===== config.mk =====
export PLATFORM = sky130hd
export DESIGN_NAME = swm_cell
export DESIGN_NICKNAME = d
export VERILOG_FILES = /design/src/sliding_window_median_macros.svh /design/src/swm_pkg.sv /design/src/swm_cell.sv
export SDC_FILE = /design/constraint.sdc
export NUM_CORES = 1
export LEC_CHECK = 0
export BUFFER_PORTS_ARGS = -buffer_cell sky130_fd_sc_hd__buf_2
export CAP_MARGIN = 20
export CORE_MARGIN = 2
export CORE_UTILIZATION = 45
export DETAILED_ROUTE_END_ITERATION = 16
export PLACE_DENSITY = 0.76
export SYNTH_ARGS = -nofsm -noshare
export SYNTH_HDL_FRONTEND = slang
export SYNTH_SLANG_ARGS = --single-unit

===== constraint.sdc =====
create_clock -name clk -period 4.2 [get_ports clk]
set_clock_uncertainty 0.1 [all_clocks]
set_input_delay 0.21 -clock clk [delete_from_list [all_inputs] [get_ports clk]]
set_output_delay 0.21 -clock clk [all_outputs]
set_load 0.1 [all_outputs]

===== src/sliding_window_median_macros.svh =====
// ---------------------------------------------------------------------------
// Sliding window median: assertion macros
// Clocked property wrappers for the RTL that carries checks.
// ---------------------------------------------------------------------------
`ifndef SLIDING_WINDOW_MEDIAN_MACROS_SVH
`define SLIDING_WINDOW_MEDIAN_MACROS_SVH

// antecedent implies consequent in the same cycle
`define SWM_ASSERT_IMP(label, clk, rst_n, ante, cons, msg) \
  label: assert property (@(posedge clk) disable iff (!rst_n) (ante) |-> (cons)) \
    else $error(msg);

// antecedent implies consequent in the next cycle
`define SWM_ASSERT_NXT(label, clk, rst_n, ante, cons, msg) \
  label: assert property (@(posedge clk) disable iff (!rst_n) (ante) |=> (cons)) \
    else $error(msg);

`endif


===== src/swm_pkg.sv =====
// ---------------------------------------------------------------------------
// Sliding window median: package
// Sizes, register map, cell control struct and window size helper.
// ---------------------------------------------------------------------------
package swm_pkg;

  localparam int WINDOW_MAX = 64;
  localparam int DATA_W     = 32;
  localparam int IDX_W      = (WINDOW_MAX > 1) ? $clog2(WINDOW_MAX) : 1;
  localparam int KW         = $clog2(WINDOW_MAX + 1);
  localparam int WSIZE_W    = 7;
  localparam int PADDR_W    = 3;
  localparam int PDATA_W    = 32;

  localparam logic [WSIZE_W-1:0] WSIZE_RESET = WSIZE_W'(3);
  localparam logic               REG_WSIZE   = 1'b0;

  typedef struct packed {
    logic load;
    logic step;
  } cell_ctl_t;

  // zero counts as one, anything above the ring depth is clamped
  function automatic logic [KW-1:0] eff_k(input logic [WSIZE_W-1:0] w);
    logic [KW-1:0] kk;
    if (w == '0) begin
      kk = KW'(1);
    end else if (32'(w) > WINDOW_MAX) begin
      kk = KW'(WINDOW_MAX);
    end else begin
      kk = KW'(w);
    end
    return kk;
  endfunction

endpackage


===== src/swm_cell.sv =====
// ---------------------------------------------------------------------------
// Sliding window median: rank cell
// Holds one window sample, a circulating probe and the sample's rank count.
// ---------------------------------------------------------------------------
module swm_cell (
  input  logic                                clk,
  input  logic                                rst_n,
  input  swm_pkg::cell_ctl_t                  ctl,
  input  logic [swm_pkg::IDX_W-1:0]           idx,
  input  logic signed [swm_pkg::DATA_W-1:0]   value_in,
  input  logic signed [swm_pkg::DATA_W-1:0]   probe_in,
  input  logic [swm_pkg::IDX_W-1:0]           org_in,
  output logic signed [swm_pkg::DATA_W-1:0]   value,
  output logic signed [swm_pkg::DATA_W-1:0]   probe,
  output logic [swm_pkg::IDX_W-1:0]           org,
  output logic [swm_pkg::IDX_W-1:0]           rank
);

  logic signed [swm_pkg::DATA_W-1:0] value_r;
  logic signed [swm_pkg::DATA_W-1:0] probe_r;
  logic [swm_pkg::IDX_W-1:0]         org_r;
  logic [swm_pkg::IDX_W-1:0]         rank_r;
  logic                              lt;

  // probe sorts below this sample; equal values break on position
  assign lt = (probe_r < value_r) || ((probe_r == value_r) && (org_r < idx));

  always_ff @(posedge clk) begin
    if (ctl.load) begin
      value_r <= value_in;
      probe_r <= value_in;
      org_r   <= idx;
    end else if (ctl.step) begin
      probe_r <= probe_in;
      org_r   <= org_in;
    end
  end

  always_ff @(posedge clk) begin
    if (!rst_n) begin
      rank_r <= '0;
    end else if (ctl.load) begin
      rank_r <= '0;
    end else if (ctl.step) begin
      rank_r <= rank_r + swm_pkg::IDX_W'(lt);
    end
  end

  assign value = value_r;
  assign probe = probe_r;
  assign org   = org_r;
  assign rank  = rank_r;

endmodule


==> reports/metrics.csv <==
stage,metric,value,unit
yosys,top_reg_cell synth,edfxtp_1,
yosys,Synth Area per Inst,14.0,um2
timing,final hold violations,0,
setup_path,Worst Setup Start Kind,register,
floorplanning,Die X,95.6,um
detailed_routing,"antenna viol nets, final",0,
clock_network,Post-CTS Resized,0,
timing,RSZ-0062 raised after global routing,false,
yosys,Mapped Nets,389,
timing,relative slew slack,33.2,%
yosys,Synth area leader,edfxtp_1,
final_layout,Antenna Cells,0,
yosys,most common cell in the netlist,edfxtp_1,
clock_network,CTS tree,built,
yosys,"Distinct cells, synth",31,
detailed_routing,DRC,0,
floorplanning,Core Area,8180,um2
timing,Worst-Margin Slew,1.00,ns
detailed_routing,drt initial violations,62,
placed_design,gpl congestion,0.736,
yosys,post-synthesis sequential area ratio,58.8,%
detailed_routing,drt wl/cell,15.1,um
yosys,area of the mapped netlist,3780,um2
clock_network,Post-CTS Setup Inserts,0,
yosys,Synth Instances,270,
global_route,antenna violations before repair,0,
detailed_routing,routed vias/inst,4.86,
pwr,Seq pwr share,38.4,%
global_route,global route total overflow,0,
floorplanning,# rows,33,
clock_network,Clock Path Buffers,2,
clock_network,clock-pin slew on the worst setup and hold paths,0.08,ns
pwr,Int Pwr,1.50,mW
global_route,largest net degree at the start of global routing,72,
yosys,Synth Register Bits,76,
clock_network,depth of the CTS H-tree,3,
floorplanning,Die Ht,95.6,um
pwr,Lkg Pwr,2.44,nW
clock_network,hold_buf cts,32,
detailed_routing,routed via count,2791,
detailed_routing,First-pass DRT Iterations,4,
timing,Fin Setup TNS,0,ns
pwr,sw frac,38.6,%
yosys,Post-synth top cells,"edfxtp_1 (70), ha_1 (39), mux2_2 (38)",
global_route,aggregate global-route resource usage,18.6,%
pwr,Peak VDD IR,0.274,mV
floorplanning,Starting Density,46.2,%
clock_network,CTS sink count,76,
setup_path,Worst Path Required,4.37,ns
final_layout,synth-to-layout area growth,38.6,%
floorplanning,Die ar.,9140,um2
setup_path,CP arrival,3.19,ns
yosys,ranking of synthesized cells by area,"edfxtp_1 (56%), ha_1 (13%), mux2_2 (11%)",
final_layout,FILL cells,639,
timing,f_max,331,MHz
setup_path,Setup CP Type,reg2reg,
final_layout,fin nets,583,
pwr,Net Sw Power,944,uW
setup_path,largest fanout on the critical path,4,
pwr,pwr/cell area,467,nW/um2
yosys,share of synthesized registers carrying an async set or reset,0,%
clock_network,Clock Latency Late Sink,0.34,ns
yosys,post-synth top area share,55.6,%
run,max cap viols,0,
clock_network,total CTS buffers,9,
timing,"Slew Viols, Final",0,
timing,crit path time final,3.02,ns
global_route,vias in the first global route,2899,
timing,final setup violation count,0,
clock_network,root buffer selected by CTS,clkbuf_8,
timing,Final period util,72.0,%
placed_design,IO Port Bufs,155,
pwr,Clock Power Share,27.5,%
global_route,first-pass GRT wire length,12900,um
yosys,number of synthesized flops with an enable pin,70,
setup_path,CP endpoint kind,register,
final_layout,layout cells sized above 1,45.6,%
detailed_routing,DRT Wirelength,8670,um
yosys,Synth Warn #,0,
placed_design,hpwl dp,6160,um
hold_path,Worst Hold Class,in2reg,
floorplanning,num ports,156,
run_status,status,finished clean,
pwr,combinational power share,34.1,%
final_layout,Final Util,64.0,%
==> critical path, cell delays in order, from the launching register on <==
cell	delay [ns]
edfxtp_1	0.39
ha_1	0.37
nand4_1	0.20
nor4_1	0.61
o31ai_2	0.17
a21o_1	0.20
nand3_2	0.08
ha_1	0.16
nand4_1	0.16
or3_1	0.37
a21oi_1	0.15
==> layout by cell type, fill, tap and decap left out, drive strengths merged, types with 3 or more instances in the layout <==
| cell type | n |
|---|---|
| a21o | 6 |
| a21oi | 15 |
| buf | 156 |
| bufinv | 3 |
| clkbuf | 11 |
| dfxtp | 6 |
| dlygate4sd3 | 32 |
| edfxtp | 70 |
| ha | 39 |
| inv | 37 |
| mux2 | 38 |
| nand2 | 7 |
| nand3 | 6 |
| nand4 | 9 |
| nor2 | 7 |
| o21ai | 3 |
| xor2 | 3 |
==> kinds of logic after synthesis <==
kind of cell	synth area share, %
DFF	58.8
buffers and inverters	4.17
muxes	11.9
adders and majority gates	12.9
and+or+nand+nor	5.30
AOI/OAI and AO/OA	6.23
xor gates and xnor gates	0.696
==> state kept, by name, summed over array words and instances (netlist names) <==
name and cells:
value 32, rank 6, probe 32, org 6
==> power groups by stage <==
stage | clock (mW) | combinational [mW] | sequential [mW]
floorplan | 0 | 0.165 | 1.44
global placement | 0 | 0.804 | 0.953
detailed placement | 0 | 0.811 | 0.957
CTS | 0.686 | 0.837 | 0.940
global route | 0.717 | 0.879 | 0.949
finish | 0.673 | 0.833 | 0.939
==> through the flow <==
step	total power, mW	hold slack [ns]	cell area [um2]	setup slack, ns	cells
final	2.44	0.0628	5230	1.18	574
after global routing	2.54	0.0561	5230	0.895	574
after CTS	2.46	0.0482	5230	1.17	574
after detailed placement	1.77	0.300	4670	1.19	526
after global placement	1.76	0.297	4670	1.26	526
after floorplan	1.61	0.209	3780	0.869	270
==> routing by layer <==
| metal | global-route usage (%) | up-vias | part of all wire, % |
|---|---|---|---|
| met5 | 0 | - | 0 |
| li1 | - | 1391 | - |
| met1 | 20.9 | 1297 | 39 |
| met2 | 34.0 | 90 | 53 |
| met3 | 4.11 | 13 | 5.7 |
| met4 | 7.62 | 0 | 1.7 |
==> path summary, 6_finish.rpt <==
path           startpoint         to  cells after the start  slack [ns]
max             probe[31]    rank[5]                     10        1.18
min          probe_in[13]  probe[13]                      2        0.06
max reg2reg     probe[31]    rank[5]                     10        1.18
min reg2reg       rank[5]    rank[5]                      2        0.41
==> area by class of cell <==
type	count	area [um2]	area share, %
clock buffers	11	141	2.70
multi-input cells	152	1400	26.7
inverters	37	139	2.65
flip-flops and latches	76	2220	42.5
clock inverters	5	98.8	1.89
well taps	105	131	2.51
repair buffers	188	1100	21.1
No activity file was read; power rests on OpenSTA's default activity.
