**src/sliding_window_median_macros.svh**
```systemverilog
// ---------------------------------------------------------------------------
// Sliding window median: assertion macros
// Clocked property wrappers for the RTL that carries checks.
// ---------------------------------------------------------------------------
`ifndef SLIDING_WINDOW_MEDIAN_MACROS_SVH
`define SLIDING_WINDOW_MEDIAN_MACROS_SVH

// antecedent implies consequent in the same cycle
`define SWM_ASSERT_IMP(label, clk, rst_n, ante, cons, msg) \
  label: assert property (@(posedge clk) disable iff (!rst_n) (ante) |-> (cons)) \
    else $error(msg);

// antecedent implies consequent in the next cycle
`define SWM_ASSERT_NXT(label, clk, rst_n, ante, cons, msg) \
  label: assert property (@(posedge clk) disable iff (!rst_n) (ante) |=> (cons)) \
    else $error(msg);

`endif

```
**src/swm_pkg.sv**
```systemverilog
// ---------------------------------------------------------------------------
// Sliding window median: package
// Sizes, register map, cell control struct and window size helper.
// ---------------------------------------------------------------------------
package swm_pkg;

  localparam int WINDOW_MAX = 64;
  localparam int DATA_W     = 32;
  localparam int IDX_W      = (WINDOW_MAX > 1) ? $clog2(WINDOW_MAX) : 1;
  localparam int KW         = $clog2(WINDOW_MAX + 1);
  localparam int WSIZE_W    = 7;
  localparam int PADDR_W    = 3;
  localparam int PDATA_W    = 32;

  localparam logic [WSIZE_W-1:0] WSIZE_RESET = WSIZE_W'(3);
  localparam logic               REG_WSIZE   = 1'b0;

  typedef struct packed {
    logic load;
    logic step;
  } cell_ctl_t;

  // zero counts as one, anything above the ring depth is clamped
  function automatic logic [KW-1:0] eff_k(input logic [WSIZE_W-1:0] w);
    logic [KW-1:0] kk;
    if (w == '0) begin
      kk = KW'(1);
    end else if (32'(w) > WINDOW_MAX) begin
      kk = KW'(WINDOW_MAX);
    end else begin
      kk = KW'(w);
    end
    return kk;
  endfunction

endpackage

```
**src/swm_cfg.sv**
```systemverilog
// ---------------------------------------------------------------------------
// Sliding window median: register block
// APB-style port holding the window size register.
// ---------------------------------------------------------------------------
module swm_cfg (
  input  logic                                clk,
  input  logic                                rst_n,
  input  logic                                cfg_psel,
  input  logic                                cfg_penable,
  input  logic                                cfg_pwrite,
  input  logic [swm_pkg::PADDR_W-1:0]         cfg_paddr,
  input  logic [swm_pkg::PDATA_W-1:0]         cfg_pwdata,
  output logic [swm_pkg::PDATA_W-1:0]         cfg_prdata,
  output logic                                cfg_pready,
  output logic [swm_pkg::WSIZE_W-1:0]         window_size
);

  logic [swm_pkg::WSIZE_W-1:0] wsize_r;
  logic [swm_pkg::WSIZE_W-1:0] wsize_nxt;
  logic                        wr_en;

  assign wr_en = cfg_psel & cfg_penable & cfg_pwrite & cfg_pready;

  always_comb begin
    wsize_nxt = wsize_r;
    if (wr_en && (cfg_paddr[2] == swm_pkg::REG_WSIZE)) begin
      wsize_nxt = cfg_pwdata[swm_pkg::WSIZE_W-1:0];
    end
  end

  always_ff @(posedge clk) begin
    if (!rst_n) begin
      wsize_r <= swm_pkg::WSIZE_RESET;
    end else begin
      wsize_r <= wsize_nxt;
    end
  end

  always_comb begin
    cfg_prdata = '0;
    if (cfg_paddr[2] == swm_pkg::REG_WSIZE) begin
      cfg_prdata = swm_pkg::PDATA_W'(wsize_r);
    end
  end

  assign cfg_pready  = 1'b1;
  assign window_size = wsize_r;

endmodule

```
**config.mk**
```make
export PLATFORM = sky130hd
export DESIGN_NAME = swm_cfg
export DESIGN_NICKNAME = d
export VERILOG_FILES = /design/src/sliding_window_median_macros.svh /design/src/swm_pkg.sv /design/src/swm_cfg.sv
export SDC_FILE = /design/constraint.sdc
export NUM_CORES = 1
export LEC_CHECK = 0
export BUFFER_PORTS_ARGS = -buffer_cell sky130_fd_sc_hd__buf_2
export CAP_MARGIN = 15
export CORE_MARGIN = 5
export CORE_UTILIZATION = 32
export DETAILED_ROUTE_END_ITERATION = 7
export PLACE_DENSITY = 0.83
export SLEW_MARGIN = 20
export SYNTH_ARGS = -nofsm -noshare
export SYNTH_HDL_FRONTEND = slang
export SYNTH_SLANG_ARGS = --single-unit
```
**constraint.sdc**
```tcl
create_clock -name clk -period 2.7 [get_ports clk]
set_clock_uncertainty 0.1 [all_clocks]
set_input_delay 0.81 -clock clk [delete_from_list [all_inputs] [get_ports clk]]
set_output_delay 0.81 -clock clk [all_outputs]
set_load 0.02 [all_outputs]
```
==> impl_metrics.sql <==
INSERT INTO impl_metrics (metric_group, metric, value, unit) VALUES
('logic_synthesis', 'muxShareOfSynthArea', '0.1247', ''),
('detailed_routing', 'drc', '0', ''),
('final_layout', 'largest_register_ffs', '7', ''),
('global_route', 'vias_in_the_first_global_route', '361', ''),
('logic_synthesis', 'leading_post_synthesis_cells_by_cell_area', 'sky130_fd_sc_hd__buf_4, sky130_fd_sc_hd__dfxtp_1, sky130_fd_sc_hd__mux2i_1', ''),
('logic_synthesis', 'ys_warn_count', '0', ''),
('pwr', 'p_sw', '0.00009207', 'W'),
('die', 'ioPinCount', '80', ''),
('final_layout', 'nets', '133', ''),
('cts', 'clock_buffers_created_by_tritoncts', '3', ''),
('logic_synthesis', 'synth_top_area_frac', '0.3474', ''),
('cts', 'cts_max_level', '1', ''),
('logic_synthesis', 'synthDistinctLibCells', '10', ''),
('setup_path', 'cp_cell_sequence', 'buf_2 -> and2b_2 -> buf_2', ''),
('pwr', 'static-leakage-power', '0.3518', 'nW'),
('pwr', 'sw_frac_of_total', '0.3400', ''),
('setup_path', 'worst_path_largest_cell_delay', '0.23', 'ns'),
('global_route', 'global_route.peak_usage_layer', 'met2', ''),
('timing', 'period_needed', '2.245', 'ns'),
('timing', 'timing.final.crit_share', '0.8316', ''),
('setup_path', 'criticalPathCategory', 'in -> out', ''),
('worst_hold_path', 'worst_hold_startpoint', 'window_size[6]', ''),
('detailed_routing', 'viasPerCell', '3.826', ''),
('global_route', 'grt_util_all_layers', '0.08249', ''),
('detailed_routing', 'avgRoutedWirePerCell', '10.29', 'um'),
('global_route', 'grt.met3_usage', '0.06304', ''),
('final_layout', 'final_layout_size_suffix_gt1_frac', '0.3913', ''),
('logic_synthesis', 'post_synth_most_frequent_cells', 'sky130_fd_sc_hd__buf_4, sky130_fd_sc_hd__nand2_1, sky130_fd_sc_hd__and2b_2, sky130_fd_sc_hd__dfxtp_1, sky130_fd_sc_hd__mux2i_1', ''),
('worst_hold_path', 'min_path_cells', '2', ''),
('global_route', 'overflow', '0', ''),
('timing', 'maxSlewViolCount', '0', ''),
('final_layout', 'syn_to_final_growth', '10.24', '%'),
('logic_synthesis', 'number_of_synthesized_flops_with_an_enable_pin', '0', ''),
('logic_synthesis', 'synth_top_family_by_area', 'buffers and inverters', ''),
('cts', 'clkSinkCount', '7', ''),
('logic_synthesis', 'syn_area', '561.8', 'sq um'),
('cts', 'clk_transition_reported_paths', '0.05', 'ns'),
('setup_path', 'rr_startpoint', 'window_size[1]', ''),
('timing', 'fin_setup_tns', '0', 'ns'),
('logic_synthesis', 'post-synth-top-count-cell', 'sky130_fd_sc_hd__buf_4', ''),
('detailed_routing', 'firstDrtPassIters', '1', ''),
('logic_synthesis', 'post_synth_and_or_nand_nor_area_fraction', '0.2383', ''),
('logic_synthesis', 'synth_xor_area_frac', '0', ''),
('cts', 'cts_resized', '0', ''),
('final_layout', 'post-route-util', '0.3667', ''),
('global_route', 'antenna_violations_before_repair', '0', ''),
('timing', 'rsz_0062_raised_after_global_routing', 'false', ''),
('logic_synthesis', 'netlist.top_cell.by_area', 'sky130_fd_sc_hd__buf_4', ''),
('cts', 'clockRootBuffer', 'sky130_fd_sc_hd__clkbuf_4', ''),
('timing', 'holdWs', '0.3659', 'ns'),
('logic_synthesis', 'synth_compound_area_frac', '0', ''),
('cts', 'tritoncts', 'yes', ''),
('logic_synthesis', 'synth_async_reset_ratio', '0', ''),
('worst_hold_path', 'min_delay_path_class', 'reg -> reg', ''),
('setup_path', 'timing.critical_path.mode_cell', 'sky130_fd_sc_hd__buf_2', ''),
('detailed_routing', 'detailroute.via_count', '417', ''),
('cts', 'worst_skew_pair.late_latency', '0.25', 'ns'),
('die', 'initial_utilization', '0.3326', ''),
('die', 'fp.dieH', '51.90', 'um'),
('logic_synthesis', 'ys_seq_elements', '7', ''),
('cts', 'clockBufferDepth', '2', ''),
('setup_path', 'worst-endpoint-required', '1.79', 'ns'),
('flow_run', 'cap_violations', '0', ''),
('pwr', 'intPower', '0.0001788', 'W'),
('run_status', 'run_status', 'finished clean', ''),
('cts', 'cts_setup_buffers', '0', ''),
('final_layout', 'nFillCells', '195', ''),
('final_layout', 'antenna_cells', '0', ''),
('setup_path', 'arrival', '1.34', 'ns'),
('pwr', 'power.density', '437.3', 'nW/um^2'),
('global_route', 'use_met2', '0.1297', '');
==> stage by stage <==
stage	worst slack, ns	std cells	area [sq um]	power [W]
after CTS	0.4395	109	619.3	0.0002752
final	0.4546	109	619.3	0.0002708
after floorplan	0.7326	90	651.9	0.0001892
after detailed placement	0.4445	105	593.1	0.0001754
after global routing	0.4127	109	619.3	0.0002894
after global placement	0.4536	105	593.1	0.0001743
==> metal layers <==
metal / share of wire / up-vias
met5: 0 / -
met3: 0.17 / 0
li1: - / 204
met4: 0 / 0
met1: 0.33 / 178
met2: 0.49 / 35
==> cells by family after synthesis <==
kind of cell | Yosys count
buffers and inverters | 28
multiplexers | 7
other | 2
AND/OR/NAND/NOR | 22
flip-flops | 7
==> layout by cell type (no fill, tap or decap), drive strengths merged <==
cell / n
conb: 26
and4b: 1
clkbuf: 4
mux2i: 7
nand2: 10
buf: 26
nor2b: 4
and2b: 7
dfxtp: 7
==> worst paths after layout <==
kind | end | slack, ns
worst max-delay path | cfg_prdata[4] | 0.45
worst max register to register | window_size[1] | 1.97
worst min-delay path | window_size[6] | 0.37
worst min register to register | window_size[6] | 0.37
==> power groups by stage <==
stage / combinational, W / sequential (W) / clock (W)
after floorplan: 0.0000771 / 0.000112 / 0
after global placement: 0.0000651 / 0.000109 / 0
after detailed placement: 0.0000660 / 0.000109 / 0
after CTS: 0.0000661 / 0.000107 / 0.000102
after global routing: 0.0000722 / 0.000107 / 0.000110
final: 0.0000666 / 0.000107 / 0.0000971
==> critical path: cells and delay by family <==
family        cells  cell delay [ns]
simple gates      1             0.23
buf+inv           2             0.29
==> layout make-up <==
| class | instances | area, sq um | share of cell area |
|---|---|---|---|
| Clock buffer | 4 | 26.28 | 0.04242 |
| Sequential cell | 7 | 140.1 | 0.2263 |
| Multi-Input combinational cell | 55 | 301.5 | 0.4869 |
| Tap cell | 17 | 21.27 | 0.03434 |
| Timing Repair Buffer | 26 | 130.1 | 0.2101 |
Power figures use the tool's default switching activity.
